File: src/rtl/core/gcgr_pkg.sv
// Shared types, constants and the linearisation table for the gamma-correct
// gradient ramp. No dependencies.
package gcgr_pkg;

  localparam int MaxKeys       = 8;
  localparam int PlaceFracBits = 12;
  localparam int PlaceW        = PlaceFracBits + 1;
  localparam int SlotW         = $clog2(MaxKeys);
  localparam int CountW        = 4;
  localparam int LinW          = 17;
  localparam int ProdW         = LinW + PlaceW;
  localparam int DivLat        = 3;
  localparam int ChanLat       = 7;
  localparam int SideDepth     = DivLat + ChanLat;

  localparam logic [PlaceW-1:0] PlaceOne = PlaceW'(1 << PlaceFracBits);
  localparam logic [CountW-1:0] MinKeys  = CountW'(2);
  localparam logic [CountW-1:0] TopKeys  = CountW'(MaxKeys);

  typedef enum logic {
    OP_WRITE = 1'b0,
    OP_EVAL  = 1'b1
  } opcode_e;

  typedef struct packed {
    opcode_e           opcode;
    logic [SlotW-1:0]  key_slot;
    logic [PlaceW-1:0] key_place;
    logic [7:0]        key_red;
    logic [7:0]        key_green;
    logic [7:0]        key_blue;
    logic [PlaceW-1:0] sample_place;
  } gcgr_in_t;

  typedef struct packed {
    logic [7:0] out_red;
    logic [7:0] out_green;
    logic [7:0] out_blue;
    logic       span_missing;
  } gcgr_out_t;

  typedef struct packed {
    logic [7:0] r;
    logic [7:0] g;
    logic [7:0] b;
  } rgb_t;

  typedef struct packed {
    logic valid;
    logic bypass;
    logic missing;
    rgb_t ca;
    rgb_t cb;
  } side_t;

  typedef logic [LinW-1:0] lin_rom_t [256];

  // largest y with y^5 * 255^11 <= c^11 * 2^80
  function automatic lin_rom_t build_lin();
    lin_rom_t     rom;
    logic [191:0] a;
    logic [191:0] b;
    int unsigned  lo;
    int unsigned  hi;
    int unsigned  mid;
    for (int c = 0; c < 256; c++) begin
      b = 192'd1;
      for (int i = 0; i < 11; i++) b = b * 192'(c);
      b = b << 80;
      lo = 0;
      hi = 65536;
      while (lo < hi) begin
        mid = (lo + hi + 1) >> 1;
        a = 192'd1;
        for (int i = 0; i < 5; i++) a = a * 192'(mid);
        for (int i = 0; i < 11; i++) a = a * 192'd255;
        if (a <= b) lo = mid;
        else hi = mid - 1;
      end
      rom[c] = LinW'(lo);
    end
    return rom;
  endfunction

  localparam lin_rom_t LinRom = build_lin();

endpackage

File: src/rtl/core/gcgr_alpha_div.sv
// Three-stage restoring divider for the span fraction, four or five bits a
// stage. Depends on gcgr_pkg.
module gcgr_alpha_div (
  input  logic                        clk_i,
  input  logic [gcgr_pkg::PlaceW-1:0] num_i,
  input  logic [gcgr_pkg::PlaceW-1:0] den_i,
  output logic [gcgr_pkg::PlaceW-1:0] alpha_o
);
  import gcgr_pkg::*;

  logic [PlaceW-1:0] r1_q, r1_d, d1_q, r2_q, r2_d, d2_q, r3;
  logic [3:0]        q1_q, q1_d;
  logic [8:0]        q2_q, q2_d;
  logic [PlaceW-1:0] alpha_q, alpha_d;

  function automatic logic [PlaceW:0] step(input logic [PlaceW-1:0] r,
                                           input logic [PlaceW-1:0] d);
    logic [PlaceW:0] t;
    t = {r, 1'b0};
    if (t >= {1'b0, d}) begin
      t = t - {1'b0, d};
      return {1'b1, t[PlaceW-1:0]};
    end
    return {1'b0, t[PlaceW-1:0]};
  endfunction

  always_comb begin
    logic [PlaceW:0] s;
    r1_d    = num_i;
    q1_d    = '0;
    q1_d[3] = num_i >= den_i;
    if (q1_d[3]) r1_d = num_i - den_i;
    for (int i = 2; i >= 0; i--) begin
      s       = step(r1_d, den_i);
      q1_d[i] = s[PlaceW];
      r1_d    = s[PlaceW-1:0];
    end
    r2_d = r1_q;
    q2_d = {q1_q, 5'd0};
    for (int i = 4; i >= 0; i--) begin
      s       = step(r2_d, d1_q);
      q2_d[i] = s[PlaceW];
      r2_d    = s[PlaceW-1:0];
    end
    r3      = r2_q;
    alpha_d = {q2_q, 4'd0};
    for (int i = 3; i >= 0; i--) begin
      s          = step(r3, d2_q);
      alpha_d[i] = s[PlaceW];
      r3         = s[PlaceW-1:0];
    end
  end

  always_ff @(posedge clk_i) begin
    r1_q    <= r1_d;
    d1_q    <= den_i;
    q1_q    <= q1_d;
    r2_q    <= r2_d;
    d2_q    <= d1_q;
    q2_q    <= q2_d;
    alpha_q <= alpha_d;
  end

  assign alpha_o = alpha_q;

endmodule

File: config.mk
export PLATFORM = sky130hd
export DESIGN_NAME = gcgr_alpha_div
export DESIGN_NICKNAME = d
export VERILOG_FILES = /design/src/rtl/core/gcgr_pkg.sv /design/src/rtl/core/gcgr_alpha_div.sv
export SDC_FILE = /design/constraint.sdc
export NUM_CORES = 1
export LEC_CHECK = 0
export BUFFER_PORTS_ARGS = -buffer_cell sky130_fd_sc_hd__buf_2
export CORE_UTILIZATION = 65
export DETAILED_ROUTE_END_ITERATION = 10
export HOLD_SLACK_MARGIN = 0.03
export PLACE_DENSITY = 0.87
export SLEW_MARGIN = 25
export SYNTH_ARGS = -nofsm -noshare
export SYNTH_HDL_FRONTEND = slang
export SYNTH_SLANG_ARGS = --single-unit
File: constraint.sdc
create_clock -name clk_i -period 12.73 [get_ports clk_i]
set_input_delay 1.273 -clock clk_i [delete_from_list [all_inputs] [get_ports clk_i]]
set_output_delay 1.273 -clock clk_i [all_outputs]
set_load 0.02 [all_outputs]
==> flow_summary.ini, run 1 <==
[clock_network]
cts.clk_slew.worst_paths_ps = 60
insertion_delay_ps = 360
cts_tree = yes
clock_path_buffers = 2
root_buffer = clkbuf_16
numCtsBuffers = 9
cts.htree.levels = 3
numClockSinks = 78

[synth]
synth_cell_types = 76
synth_edf_count = 0
avgSynthCellArea_um2 = 8.113
ys_seq_elements = 78
ys_seq_area_share_pct = 14.97
synth_top_flop_cell = dfxtp_1
synth-warning-count = 0
synth_nets = 1476
synthArstFlopShare_pct = 0
synth.cell_area_um2 = 10430
syn_inst = 1286

[drt]
routed_wl_um = 28070
drc = 0
ant_nets = 0
vias_per_cell = 6.409
wire_per_inst_um = 18.16
num_vias = 9908
drt_pre_antenna_iters = 5
drtIter0Drc = 802

[die]
coreArea_um2 = 15430
rows = 45
ioPinCount = 40
die_x_um = 128.7
die_y_um = 128.7
dieArea_um2 = 16560
initial_core_util_pct = 67.63

[sta]
slew-limit-headroom_pct = 49.10
hold_violations = 0
final_max_slew_viol_count = 0
fin_crit_sh_pct = 95.95
worstMarginPinSlew_ps = 763.5
fmax_mhz = 81.87
period_minus_slack_ps = 12210
setup_viol = 0
fin_skew_ps = 10.70

[global_routing]
grt_start_max_net_pins = 25
grt_pass1_vias = 9350
overflow = 0
antenna_found_initial = 2
grt_first_pass_wirelength_um = 44650
grt.total_usage_pct = 34.23

[setup_path]
endpoint_kind = flop
crit_path_max_incr_delay_ps = 480
worstPathMaxFanout = 15
cp-start-kind = flop
path_class = reg2reg
worstPathRequired_ps = 12960
slowest_stage = fa_1
arrival_ps = 12450

[min_path]
min_path_type = reg2reg

[placed_design]
port_buffers = 39
post-dp-hpwl_um = 21860
placed_cells = 1524
gp_congestion = 1.007

[run_status]
status = completed

[layout]
drive_gt1_share_pct = 14.25
nNetsFinal = 1518
fillers = 1181
layout.cells.non_filler = 1546
area_growth_pct = 7.699

[flow_run]
drv_cap = 0
metrics by stage:
step           TNS [ps]  cell area (µm²)  setup WS, ps  hold slack (ps)  utilization, %
2_1_floorplan         0            10430          1821            309.6               -
3_3_place_gp          0            10830         869.6            309.5           70.23
3_5_place_dp          0            10830         767.5            312.1           70.23
4_1_cts               0            11200         536.2            325.8           72.58
5_1_grt          -565.6            11230        -104.1            329.7           72.81
6_report              0            11240         515.8            325.3           72.84
worst max-delay path: cells and delay by family, from the launching register on:
family                   cells  cell delay [ps]
AO/OA/AOI/OAI               23             5420
adder cells (fa/ha/maj)      5             1740
buffers and inverters        5              930
flip-flops                   1              420
multiplexers                 5             1700
AND/OR/NAND/NOR              8             1840
sequential cells by signal, indices dropped and copies added (netlist names):
register / count
d1_q: 13
r2_q: 13
q1_q: 4
q2_q: 9
alpha_o: 13
d2_q: 13
r1_q: 13
placed cells by master (no fill, tap or decap), types with 26 or more instances in the layout:
master and count:
dfxtp_1 77, nand2_1 74, a21oi_1 93, nor2_1 111
o21ai_0 95, nor3_1 26, buf_2 39, nor2b_1 29
xnor2_1 72, mux2_2 64, inv_1 90, ha_1 159
a21o_1 40, xor2_1 31
metal layers:
layer,part of all wire (%),up-vias,global-route usage (%)
met2,47,404,58.95
li1,-,4812,-
met1,42,4598,40.46
met3,6.5,94,6.029
met4,4.6,0,18.55
met5,0,-,0
cells by family (layout without fill, tap and decap cells):
family	count (synthesis)	after routing	share of synthesized area (%)
buffers and inverters	110	157	4.305
other	0	2	0
flip-flops	78	78	14.97
multiplexers	104	104	11.88
AO/OA/AOI/OAI	374	374	23.66
XOR/XNOR	103	103	8.646
adder cells (fa/ha/maj)	163	163	19.83
AND/OR/NAND/NOR	354	354	16.70
cell usage after synthesis (all sizes together), types with 13 or more instances:
| cell type | count | area [µm²] |
|---|---|---|
| dfxtp | 78 | 1562 |
| o21a | 19 | 142.6 |
| a21o | 40 | 300.3 |
| nand4 | 14 | 87.58 |
| inv | 91 | 341.6 |
| ha | 159 | 1989 |
| nand3 | 19 | 95.09 |
| xor2 | 31 | 271.5 |
| or3 | 17 | 106.4 |
| mux2i | 17 | 173.9 |
| mux2 | 87 | 1066 |
| nor3 | 27 | 140.1 |
| nor2 | 111 | 416.7 |
| a21oi | 94 | 470.5 |
| nand2b | 17 | 106.4 |
| o21ai | 95 | 475.5 |
| or2 | 13 | 83.83 |
| nor2b | 29 | 181.4 |
| xnor2 | 72 | 630.6 |
| nand2 | 74 | 277.8 |
| a21boi | 13 | 97.60 |
final timing paths:
path         slack, ps           to     from  cells past startpoint
max                520     r2_q[12]  r1_q[0]                     46
max reg2reg        520     r2_q[12]  r1_q[0]                     46
min reg2reg        330  alpha_o[12]  q2_q[8]                      0
min                330  alpha_o[12]  q2_q[8]                      0
final cells by class:
| class | instances | area [µm²] | share of cell area [%] |
|---|---|---|---|
| diodes | 2 | 5.005 | 0.04454 |
| repair buffers | 49 | 270.3 | 2.405 |
| multi-input cells | 1098 | 8427 | 74.99 |
| flip-flops and latches | 78 | 1563 | 13.91 |
| well taps | 211 | 264.0 | 2.349 |
| clock buffers | 10 | 229.0 | 2.038 |
| clock inverters | 6 | 133.9 | 1.191 |
| inverters | 92 | 345.3 | 3.073 |
repair_timing:
action	in CTS	in global routing
hold buffers	0	0
resized for setup	0	2
setup buffers	0	4
setup endpoints to repair	0	14
Power of run 1 is not shown: default switching activity piles up to over one toggle a cycle in this logic, so the estimate is an artifact.
==> run 2, diff against run 1 <==
--- a/config.mk
+++ b/config.mk
@@ -9,2 +9,3 @@
 export CORE_UTILIZATION = 65
+export CTS_BUF_LIST = sky130_fd_sc_hd__clkbuf_8 sky130_fd_sc_hd__clkbuf_16
 export DETAILED_ROUTE_END_ITERATION = 10
==> constraint.sdc (replaced) <==
create_clock -name clk_i -period 12.73 [get_ports clk_i]
set_input_delay 0.6365 -clock clk_i [delete_from_list [all_inputs] [get_ports clk_i]]
set_output_delay 0.6365 -clock clk_i [all_outputs]
set_load 0.02 [all_outputs]
==> run 2 against run 1 <==
  * Clock skew down 2.8 ps
  * Largest cell class unchanged
  * Worst hold slack better by 2.1 ps
  * Critical path type unchanged
  * Critical endpoint is now r2_q[3]
  * Utilization down 0.31 points
  * Count of clock-buffer cells in the layout down 1
  * Highest routed layer is now met5
==> flow_summary.ini, run 2 (synthesized netlist as in run 1, its figures left out) <==
[setup_path]
path_class = reg2reg
crit_path_max_incr_delay_ps = 540
arrival_ps = 12290
worstPathRequired_ps = 12960
slowest_stage = fa_1
crit_family = compound AO/OA/AOI/OAI gates
critical_path_buf_inv_count = 4
worstPathMaxFanout = 19
cp-start-kind = flop
endpoint_kind = flop

[die]
ioPinCount = 40
dieArea_um2 = 16560
rows = 45
die_x_um = 128.7
initial_core_util_pct = 67.63
die_y_um = 128.7
coreArea_um2 = 15430

[drt]
wire_per_inst_um = 18.00
drc = 0
ant_nets = 0
routed_wl_um = 27740
vias_per_cell = 6.370
drt_pre_antenna_iters = 5
drtIter0Drc = 691
num_vias = 9816

[run_status]
status = completed

[layout]
antenna_cells = 0
layout_commonest_cell = ha_1
area_growth_pct = 7.243
drive_gt1_share_pct = 14.06
nNetsFinal = 1515
fillers = 1226
final_cell_mix = ha_1, nor2_1, o21ai_0

[global_routing]
antenna_found_initial = 1
grt_start_max_net_pins = 25
overflow = 0
grt.total_usage_pct = 34.01
grt_pass1_vias = 9294
grt_first_pass_wirelength_um = 44390

[placed_design]
port_buffers = 39
gp_congestion = 0.9784
post-dp-hpwl_um = 22220

[sta]
fmax_mhz = 82.92
slew-limit-headroom_pct = 37.88
setup_viol = 0
fin_skew_ps = 7.924
rsz0062_at_grt = false
setup_tns_ps = 0
worstMarginPinSlew_ps = 924.9
fin_crit_sh_pct = 94.74
period_minus_slack_ps = 12060
final_max_slew_viol_count = 0
hold_violations = 0

[min_path]
min_path_type = reg2reg

[clock_network]
cts.htree.levels = 3
numClockSinks = 78
cts.clk_slew.worst_paths_ps = 60
insertion_delay_ps = 350
root_buffer = clkbuf_16
hold_buffers = 0
numCtsBuffers = 9
cts_tree = yes
clock_path_buffers = 2

[flow_run]
drv_cap = 0
[run 2: path summary, 6_finish.rpt]
kind	to	slack [ps]	start	cells past startpoint
max	r2_q[3]	670	d1_q[0]	45
min	alpha_o[12]	330	q2_q[8]	0
max reg2reg	r2_q[3]	670	d1_q[0]	45
min reg2reg	alpha_o[12]	330	q2_q[8]	0
[run 2: stage by stage]
step | instance area, µm² | hold slack (ps) | cells | utilization (%) | worst slack (ps)
final | 11190 | 327.4 | 1541 | 72.53 | 669.7
after CTS | 11160 | 328.3 | 1539 | 72.37 | 426.1
after global routing | 11190 | 330.3 | 1541 | 72.53 | 91.42
after detailed placement | 10830 | 313.5 | 1523 | 70.18 | 511.9
after floorplan | 10430 | 309.6 | 1286 | - | 2080
after global placement | 10830 | 309.5 | 1523 | 70.18 | 790.2
[run 2: per-layer routing]
metal  track usage, %  up-vias  part of all wire, %
li1                 -     4786                    -
met1            40.45     4584                   42
met2            58.95      341                   47
met3            4.657      103                  5.9
met4            19.17        2                  4.9
met5                0        -                0.050
[run 2: final cells by class]
type / count / area (µm²) / area share, %
clock buffer: 9 / 225.2 / 2.013
tap: 211 / 264.0 / 2.359
inverter: 92 / 345.3 / 3.086
clock inverter: 7 / 112.6 / 1.006
sequential: 78 / 1562 / 13.96
multi-input combinational: 1098 / 8433 / 75.37
timing repair buffer: 46 / 247.7 / 2.214
[run 2: repair_timing]
action                     4_1_cts  5_1_grt
buffers inserted                 0        2
resized for setup                0        3
setup endpoints to repair        0       14
Power of run 2 is left out for the same reason.
