**config.mk**
```make
export PLATFORM = sky130hd
export DESIGN_NAME = gcgr_span_sel
export DESIGN_NICKNAME = d
export VERILOG_FILES = /design/src/rtl/core/gcgr_pkg.sv /design/src/rtl/core/gcgr_span_sel.sv
export SDC_FILE = /design/constraint.sdc
export NUM_CORES = 1
export LEC_CHECK = 0
export BUFFER_PORTS_ARGS = -buffer_cell sky130_fd_sc_hd__buf_2
export CORE_UTILIZATION = 40
export DETAILED_ROUTE_END_ITERATION = 7
export GPL_TIMING_DRIVEN = 1
export SYNTH_ARGS = -nofsm -noshare
export SYNTH_HDL_FRONTEND = slang
export SYNTH_SLANG_ARGS = --single-unit
```
**constraint.sdc**
```tcl
create_clock -name clk_i -period 4.7 [get_ports clk_i]
set_input_delay 0.47 -clock clk_i [delete_from_list [all_inputs] [get_ports clk_i]]
set_output_delay 0.47 -clock clk_i [all_outputs]
set_load 0.01 [all_outputs]
```
**src/rtl/core/gcgr_pkg.sv**
```systemverilog
// Shared types, constants and the linearisation table for the gamma-correct
// gradient ramp. No dependencies.
package gcgr_pkg;

  localparam int MaxKeys       = 8;
  localparam int PlaceFracBits = 12;
  localparam int PlaceW        = PlaceFracBits + 1;
  localparam int SlotW         = $clog2(MaxKeys);
  localparam int CountW        = 4;
  localparam int LinW          = 17;
  localparam int ProdW         = LinW + PlaceW;
  localparam int DivLat        = 3;
  localparam int ChanLat       = 7;
  localparam int SideDepth     = DivLat + ChanLat;

  localparam logic [PlaceW-1:0] PlaceOne = PlaceW'(1 << PlaceFracBits);
  localparam logic [CountW-1:0] MinKeys  = CountW'(2);
  localparam logic [CountW-1:0] TopKeys  = CountW'(MaxKeys);

  typedef enum logic {
    OP_WRITE = 1'b0,
    OP_EVAL  = 1'b1
  } opcode_e;

  typedef struct packed {
    opcode_e           opcode;
    logic [SlotW-1:0]  key_slot;
    logic [PlaceW-1:0] key_place;
    logic [7:0]        key_red;
    logic [7:0]        key_green;
    logic [7:0]        key_blue;
    logic [PlaceW-1:0] sample_place;
  } gcgr_in_t;

  typedef struct packed {
    logic [7:0] out_red;
    logic [7:0] out_green;
    logic [7:0] out_blue;
    logic       span_missing;
  } gcgr_out_t;

  typedef struct packed {
    logic [7:0] r;
    logic [7:0] g;
    logic [7:0] b;
  } rgb_t;

  typedef struct packed {
    logic valid;
    logic bypass;
    logic missing;
    rgb_t ca;
    rgb_t cb;
  } side_t;

  typedef logic [LinW-1:0] lin_rom_t [256];

  // largest y with y^5 * 255^11 <= c^11 * 2^80
  function automatic lin_rom_t build_lin();
    lin_rom_t     rom;
    logic [191:0] a;
    logic [191:0] b;
    int unsigned  lo;
    int unsigned  hi;
    int unsigned  mid;
    for (int c = 0; c < 256; c++) begin
      b = 192'd1;
      for (int i = 0; i < 11; i++) b = b * 192'(c);
      b = b << 80;
      lo = 0;
      hi = 65536;
      while (lo < hi) begin
        mid = (lo + hi + 1) >> 1;
        a = 192'd1;
        for (int i = 0; i < 5; i++) a = a * 192'(mid);
        for (int i = 0; i < 11; i++) a = a * 192'd255;
        if (a <= b) lo = mid;
        else hi = mid - 1;
      end
      rom[c] = LinW'(lo);
    end
    return rom;
  endfunction

  localparam lin_rom_t LinRom = build_lin();

endpackage

```
**src/rtl/core/gcgr_span_sel.sv**
```systemverilog
// Stop store and span search: first pipeline stage of the gradient ramp.
// Depends on gcgr_pkg.
module gcgr_span_sel (
  input  logic                      clk_i,
  input  logic                      rst_ni,
  input  logic                      take_i,
  input  gcgr_pkg::gcgr_in_t        item_i,
  input  logic [gcgr_pkg::CountW-1:0] active_keys_i,
  output gcgr_pkg::side_t           side_o,
  output logic [gcgr_pkg::PlaceW-1:0] num_o,
  output logic [gcgr_pkg::PlaceW-1:0] den_o
);
  import gcgr_pkg::*;

  logic [PlaceW-1:0] place_q [MaxKeys];
  rgb_t              colour_q [MaxKeys];
  side_t             side_q, side_d;
  logic [PlaceW-1:0] num_q, num_d, den_q, den_d;
  logic [CountW-1:0] n_eff;
  logic [PlaceW-1:0] p, pa, pb;
  rgb_t              ca, cb, last_c;
  logic              found;

  always_ff @(posedge clk_i or negedge rst_ni) begin
    if (!rst_ni) begin
      for (int k = 0; k < MaxKeys; k++) begin
        place_q[k]  <= '0;
        colour_q[k] <= '0;
      end
      place_q[1]  <= PlaceOne;
      colour_q[1] <= '1;
    end else if (take_i && item_i.opcode == OP_WRITE) begin
      place_q[item_i.key_slot]  <= item_i.key_place;
      colour_q[item_i.key_slot] <= '{r: item_i.key_red, g: item_i.key_green,
                                     b: item_i.key_blue};
    end
  end

  always_comb begin
    if (active_keys_i < MinKeys) n_eff = MinKeys;
    else if (active_keys_i > TopKeys) n_eff = TopKeys;
    else n_eff = active_keys_i;
    p      = item_i.sample_place;
    found  = 1'b0;
    pa     = '0;
    pb     = '0;
    ca     = colour_q[0];
    cb     = colour_q[0];
    last_c = colour_q[0];
    for (int k = MaxKeys - 1; k >= 0; k--) begin
      if (k == int'(n_eff) - 1) last_c = colour_q[k];
    end
    for (int k = MaxKeys - 2; k >= 0; k--) begin
      if (k + 1 < int'(n_eff) && place_q[k] <= p && place_q[k+1] >= p) begin
        found = 1'b1;
        pa    = place_q[k];
        pb    = place_q[k+1];
        ca    = colour_q[k];
        cb    = colour_q[k+1];
      end
    end
    side_d.valid   = take_i && item_i.opcode == OP_EVAL;
    side_d.bypass  = 1'b1;
    side_d.missing = 1'b0;
    side_d.ca      = ca;
    side_d.cb      = cb;
    num_d          = p - pa;
    den_d          = pb - pa;
    priority if (p == '0) begin
      side_d.ca = colour_q[0];
    end else if (p >= PlaceOne) begin
      side_d.ca = last_c;
    end else if (!found) begin
      side_d.ca      = colour_q[0];
      side_d.missing = 1'b1;
    end else if (pa != pb) begin
      side_d.bypass = 1'b0;
    end
  end

  always_ff @(posedge clk_i or negedge rst_ni) begin
    if (!rst_ni) begin
      side_q <= '0;
    end else begin
      side_q <= side_d;
    end
  end

  always_ff @(posedge clk_i) begin
    num_q <= num_d;
    den_q <= den_d;
  end

  assign side_o = side_q;
  assign num_o  = num_q;
  assign den_o  = den_q;

endmodule

```
==> results.py, run 1 <==
metrics = {
    "worst_setup_path": {
        "cp_cell_sequence": "ha_4 -> nand4_1 -> a311o_1 -> a31oi_2 -> nor2b_4 -> nor2_4 -> buf_6 -> buf_8 -> a221oi_4 -> nor2_2 -> a222oi_1 -> a21oi_2 -> ha_1 -> a21boi_1 -> o21ai_1 -> a21boi_1 -> o21a_1 -> nor2_2 -> a2bb2oi_2 -> nor2b_2 -> xnor2_1",
        "cp.required_ns": 5.23,
        "slowest_delay_ns": 0.52,
        "cp-end-kind": "register",
        "rr_startpoint": "place_q[21]",
        "worstPathMaxFanout": 12,
        "cp.buffers_inverters": 2,
        "startpoint": "place_q[21]",
        "arrival_ns": 5.27,
        "startpoint_type": "register",
        "crit_type": "reg -> reg",
        "path_delay_family": "compound AO/OA/AOI/OAI gates",
        "slowest_stage": "a222oi_1",
    },
    "die": {
        "rows": 86,
        "fp.dieArea_um2": 57070,
        "ios": 138,
        "die_w_um": 238.9,
        "die_y_um": 238.9,
        "initial_core_util": 0.4059,
        "core_area_um2": 55310,
    },
    "cts": {
        "htreeDepth": 2,
        "cts_tree": "done",
        "ctsRootBufferMaster": "clkbuf_16",
        "clock_sinks": 373,
        "cts_made_buffers": 43,
        "clk_path_buf_depth": 3,
        "clkLatencyLatePin_ns": 0.60,
        "clkTransAtPathRegs_ns": 0.06,
    },
    "detailed_routing": {
        "wirelength_mm": 75.60,
        "drtIter0Drc": 1597,
        "viasPerCell": 5.949,
        "wire_per_inst_um": 23.20,
        "dr.pass1.iters": 6,
        "drc": 0,
        "postRouteAntennaNets": 0,
        "vias": 19390,
    },
    "hold_path": {
        "hp-start": "item_i[24]",
        "hp-class": "in -> reg",
    },
    "job": {
        "drv_cap": 0,
    },
    "power": {
        "irDropWorstVdd_uv": 404.1,
        "p_leak_nw": 12.50,
        "power.density_nw_per_um2": 601.3,
        "finalPower_mw": 16.78,
    },
    "timing": {
        "hold_viol_final": 0,
        "clock.fmax_ghz": 0.2109,
        "post-route-min-period_ns": 4.741,
        "slew_violations": 0,
        "skew_ns": 0.02305,
        "rsz0062_at_grt": "true",
        "hold_ws_ns": 0.2139,
        "fin_crit_sh": 1.009,
        "finalWorstSetupSlack_ns": -0.04093,
        "worst_pin_slew_ns": 1.023,
        "setup_viol": 3,
        "max_slew_margin": 0.3141,
    },
    "placement": {
        "numPortBuffers": 137,
        "dp_cells": 3154,
        "dp_hpwl_mm": 50.91,
        "routabilityCongestion": 0.9357,
    },
    "logic_synthesis": {
        "yosys-top-cells-area": "dfrtp_1 (36%), mux2_2 (16%), ha_1 (7.1%)",
        "ys_ff_latch": 373,
        "synth-adder-area-share": 0.07312,
        "synth-seq-area-share": 0.4114,
        "synth_compound_area_frac": 0.2004,
        "postSynthCellCount": 2147,
        "synth_simple_gate_area_frac": 0.08310,
        "synth_warnings": 0,
        "muxShareOfSynthArea": 0.1906,
        "synth_enable_flop_cells": 0,
        "mappedNetlistArea_um2": 22450,
        "synthXorXnorAreaFrac": 0.006242,
        "synthArstFlopShare": 0.9303,
        "ys_types": 83,
        "synth_top_family_by_area": "compound AO/OA/AOI/OAI gates",
        "yosysTopAreaCell": "dfrtp_1",
        "synthDominantCellAreaShare": 0.3589,
        "synth-main-ff-cell": "dfrtp_1",
        "avgSynthCellArea_um2": 10.46,
        "synth_fp_nets": 2338,
    },
    "cells_and_area": {
        "nets": 2667,
        "drive_gt1_frac": 0.3900,
        "area_growth_pct": 24.27,
        "utilization": 0.5044,
        "finalNonFillerCells": 3259,
    },
    "run_status": {
        "violations": "setup timing",
        "status": "complete, but fails checks",
    },
    "grt": {
        "grt_max_degree": 107,
        "antenna_found_initial": 6,
        "grt_pass1_wl_mm": 114.7,
        "grtUsageTotal": 0.2628,
        "grt.overflow.total": 0,
        "grt_pass1_vias": 19310,
    },
}
-- path summary, 6_finish.rpt --
kind	end	slack, ns	depth (start not counted)
hold reg to reg	side_o[6]	0.53	2
min in group asynchronous	place_q[58]	0.48	2
setup / recovery	den_o[9]	-0.04	21
hold / removal	colour_q[131]	0.21	2
max in group asynchronous	colour_q[185]	2.99	3
setup reg to reg	den_o[9]	-0.04	21
-- routing by layer --
metal,track usage,part of all wire,vias up,wire (um)
li1,-,-,8840,-
met1,0.3515,0.43,9664,32680
met2,0.4261,0.47,707,35180
met3,0.04573,0.069,169,5241
met4,0.09382,0.032,8,2451
met5,0,0.00062,-,47
-- placed cells by master (no fill, tap or decap), types with 14 or more instances in the layout --
master,count
mux2i_1,72
nand2_1,98
o21ai_1,14
ha_1,117
buf_4,287
a211oi_1,124
dfxtp_1,26
dfrtp_1,321
nand3_1,21
mux2_2,314
o31ai_1,25
nor2_1,167
clkbuf_16,43
a22oi_1,35
inv_1,36
a21oi_1,141
dfstp_2,25
nand4_1,22
o41ai_1,24
o22a_1,24
buf_2,136
o221a_2,24
o21ai_0,64
-- worst register-to-register path, stage by stage, from the launching register on --
cell and delay [ns]:
dfrtp_1 0.41, ha_4 0.28, nand4_1 0.24, a311o_1 0.39, a31oi_2 0.22, nor2b_4 0.22, nor2_4 0.07, buf_6 0.14
buf_8 0.14, a221oi_4 0.25, nor2_2 0.07, a222oi_1 0.52, a21oi_2 0.17, ha_1 0.34, a21boi_1 0.15, o21ai_1 0.18
a21boi_1 0.12, o21a_1 0.19, nor2_2 0.12, a2bb2oi_2 0.16, nor2b_2 0.17, xnor2_1 0.12
-- per-stage QoR --
stage | instance area (um^2) | setup TNS [ns] | setup WS, ns
finish | 27900 | -0.08507 | -0.04093
floorplan | 22530 | -0.01625 | -0.01625
CTS | 27470 | -0.04735 | -0.04255
global route | 27900 | -1.230 | -0.2340
detailed placement | 25770 | -8.522 | -0.7800
global placement | 25770 | -7.550 | -0.6844
-- cell type report --
type                       count  area, um^2
clock buffer                  61        1214
sequential                   373        9236
inverter                      41       165.2
multi-input combinational   1580       13010
tap                          748       935.9
antenna                        1       2.502
timing repair buffer         437        3069
fill                        4970       27410
clock inverter                18       262.8
-- synthesized netlist by cell type (all sizes together), types with 11 or more instances --
cell type	instances
dfrtp	322
inv	41
a21o	11
nand2	105
clkbuf	101
o221a	25
xnor2	12
a211oi	128
dfxtp	26
o41ai	24
nand3	23
ha	128
a21oi	153
nand2b	17
a221oi	17
buf	52
o31ai	27
nor2	174
o221ai	14
dfstp	25
mux2i	72
o22a	24
nor3	13
a22oi	35
mux2	316
nand4	22
o21ai	88
nor2b	13
a221o	13
-- state kept, by name, summed over array words and instances, names as in the netlist --
register  flops
den_o        13
side_o       51
num_o        13
place_q     104
colour_q    192
-- power breakdown --
| part | switching (mW) | internal, mW |
|---|---|---|
| sequential | 0.715 | 4.22 |
| combinational | 4.24 | 4.09 |
| clock | 1.43 | 2.09 |
| total | 6.38 | 10.4 |
-- cells by family (layout without fill, tap and decap cells) --
group,after synthesis,in the layout
mux,388,388
compound gates,639,639
flops,373,373
simple gates,407,407
xor+xnor,16,16
other cells,0,1
buf+inv,194,557
fa+ha+maj,130,130
-- repair_timing --
item / CTS / global route
hold buffers: 1 / 0
endpoints found under the hold margin: 86 / 0
resized for setup: 32 / 68
pin swaps: 29 / 51
setup buffers: 9 / 18
setup endpoints to repair: 10 / 13
(Power assumes the default switching activity.)
==> run 2: changes to the inputs <==
--- a/config.mk
+++ b/config.mk
@@ -9,6 +9,7 @@
 export CORE_UTILIZATION = 40
 export DETAILED_ROUTE_END_ITERATION = 7
 export GPL_TIMING_DRIVEN = 1
+export RECOVER_POWER = 100
 export SYNTH_ARGS = -nofsm -noshare
 export SYNTH_HDL_FRONTEND = slang
 export SYNTH_SLANG_ARGS = --single-unit
==> run 2 against run 1 <==
Effect of this change: the run ends with capacitance limit, slew limit, setup timing left; wire length about the same; sequential share of layout area rose by 0.22 points; core utilization is 0.34 points lower; via count is 0.12% lower; register-to-register slack improved by 0.02 ns.
==> results.py, run 2 (synthesized netlist as in run 1, its figures left out) <==
metrics = {
    "placement": {
        "dp_cells": 3154,
        "place_area_um2": 25770,
        "routabilityCongestion": 0.9357,
        "numPortBuffers": 137,
        "dp_hpwl_mm": 50.91,
    },
    "timing": {
        "setup_viol": 2,
        "tns_ns": -0.03646,
        "clock.fmax_ghz": 0.2119,
        "fin_crit_sh": 1.004,
        "rsz0062_at_grt": "true",
        "max_slew_margin": -1.073,
        "skew_ns": 0.02257,
        "worst_pin_slew_ns": 3.110,
        "slew_violations": 356,
        "hold_viol_final": 0,
        "finalWorstSetupSlack_ns": -0.01928,
        "post-route-min-period_ns": 4.719,
    },
    "detailed_routing": {
        "dr.pass1.iters": 5,
        "vias": 19360,
        "wirelength_mm": 75.60,
        "drtIter0Drc": 1684,
        "drc": 0,
        "viasPerCell": 5.942,
        "wire_per_inst_um": 23.20,
        "postRouteAntennaNets": 0,
    },
    "cts": {
        "clkTransAtPathRegs_ns": 0.06,
        "clock_sinks": 373,
        "cts_made_buffers": 43,
        "clkLatencyLatePin_ns": 0.60,
        "htreeDepth": 2,
        "ctsRootBufferMaster": "clkbuf_16",
        "cts_tree": "done",
        "clk_path_buf_depth": 3,
    },
    "run_status": {
        "status": "complete, but fails checks",
        "violations": "capacitance limit, slew limit, setup timing",
    },
    "die": {
        "rows": 86,
        "die_w_um": 238.9,
        "core_area_um2": 55310,
        "fp.dieArea_um2": 57070,
        "die_y_um": 238.9,
        "ios": 138,
        "initial_core_util": 0.4059,
    },
    "cells_and_area": {
        "final_common_cell": "dfrtp_1",
        "nets": 2667,
        "area_growth_pct": 23.44,
        "register_area_um2": 9236,
        "mostFrequentLayoutCells": "dfrtp_1 (321), mux2_2 (314), buf_4 (278)",
        "largest_register": "colour_q",
        "largest_reg_flops": 192,
        "fillers": 5032,
        "finalNonFillerCells": 3259,
        "drive_gt1_frac": 0.3534,
        "multiInputGateArea_um2": 12990,
        "fin_area_um2": 27710,
    },
    "worst_setup_path": {
        "cp-end-kind": "register",
        "worstPathMaxFanout": 9,
        "arrival_ns": 5.25,
        "crit_type": "reg -> reg",
        "startpoint_type": "register",
        "cp.required_ns": 5.23,
    },
    "grt": {
        "grt_pass1_wl_mm": 114.7,
        "grtUsageTotal": 0.2628,
        "grt_pass1_vias": 19310,
        "antenna_found_initial": 6,
        "grt.overflow.total": 0,
        "grt_max_degree": 107,
    },
    "job": {
        "drv_cap": 9,
    },
    "power": {
        "p_leak_nw": 12.22,
        "power.density_nw_per_um2": 602.1,
        "irDropWorstVdd_uv": 406.2,
    },
    "hold_path": {
        "hp-class": "in -> reg",
    },
}
## run 2: layout make-up
class	instances	area share
timing repair buffer	437	0.1048
inverter	41	0.005960
sequential	373	0.3333
tap	748	0.03377
multi-input combinational	1580	0.4688
clock buffer	61	0.04380
clock inverter	18	0.009482
antenna	1	0.00009031
## run 2: timing repair
| action | CTS | global route |
|---|---|---|
| pin swaps | 29 | 51 |
| setup buffers | 9 | 18 |
| setup endpoints to repair | 10 | 13 |
| hold buffers | 1 | 0 |
| endpoints found under the hold margin | 86 | 0 |
| resized for setup | 32 | 68 |
## run 2: per-layer routing
layer	GRT usage	vias to the layer above	wire length, um
met1	0.3515	9634	32640
met5	0	-	48
met3	0.04573	168	5181
met2	0.4261	718	35250
met4	0.09382	8	2477
li1	-	8836	-
## run 2: worst paths after layout
kind / start / endpoint / slack (ns) / depth (start not counted)
setup reg to reg: place_q[50] / den_o[9] / -0.02 / 20
hold / removal: item_i[24] / colour_q[131] / 0.21 / 2
setup / recovery: place_q[50] / den_o[9] / -0.02 / 20
max in group asynchronous: rst_ni / colour_q[7] / 0.80 / 3
min in group asynchronous: rst_ni / place_q[58] / 1.13 / 2
hold reg to reg: colour_q[149] / side_o[5] / 0.52 / 2
## run 2: stage by stage
step	setup slack [ns]	power (mW)	hold WS, ns	util
floorplan	-0.01625	9.311	0.1744	-
global placement	-0.6844	12.45	0.5128	0.4660
detailed placement	-0.7800	12.62	0.5136	0.4660
CTS	-0.04255	16.39	0.1940	0.4967
global route	-0.2340	17.74	0.2164	0.5010
finish	-0.01928	16.69	0.2143	0.5010
## run 2: report_power, final
part	internal [mW]	switching, mW	total, mW	leakage (nW)
Clock	2.09	1.43	3.52	0.717
Combinational	4.00	4.23	8.23	7.08
Sequential	4.22	0.724	4.94	4.43
## run 2: worst max-delay path, cell delays in order, from the launching register on
cell and delay, ns:
dfrtp_1 0.44, ha_4 0.29, nand4_1 0.19, a311oi_2 0.38, nor4_4 0.10, buf_4 0.15, o211a_4 0.25, buf_4 0.17
buf_4 0.17, buf_4 0.16, a221oi_1 0.21, nor2_1 0.10, a222oi_1 0.48, a21oi_1 0.24, ha_1 0.40, a21boi_1 0.17
o21a_1 0.19, nor2_2 0.12, a2bb2oi_2 0.16, nor2b_2 0.17, xnor2_1 0.12
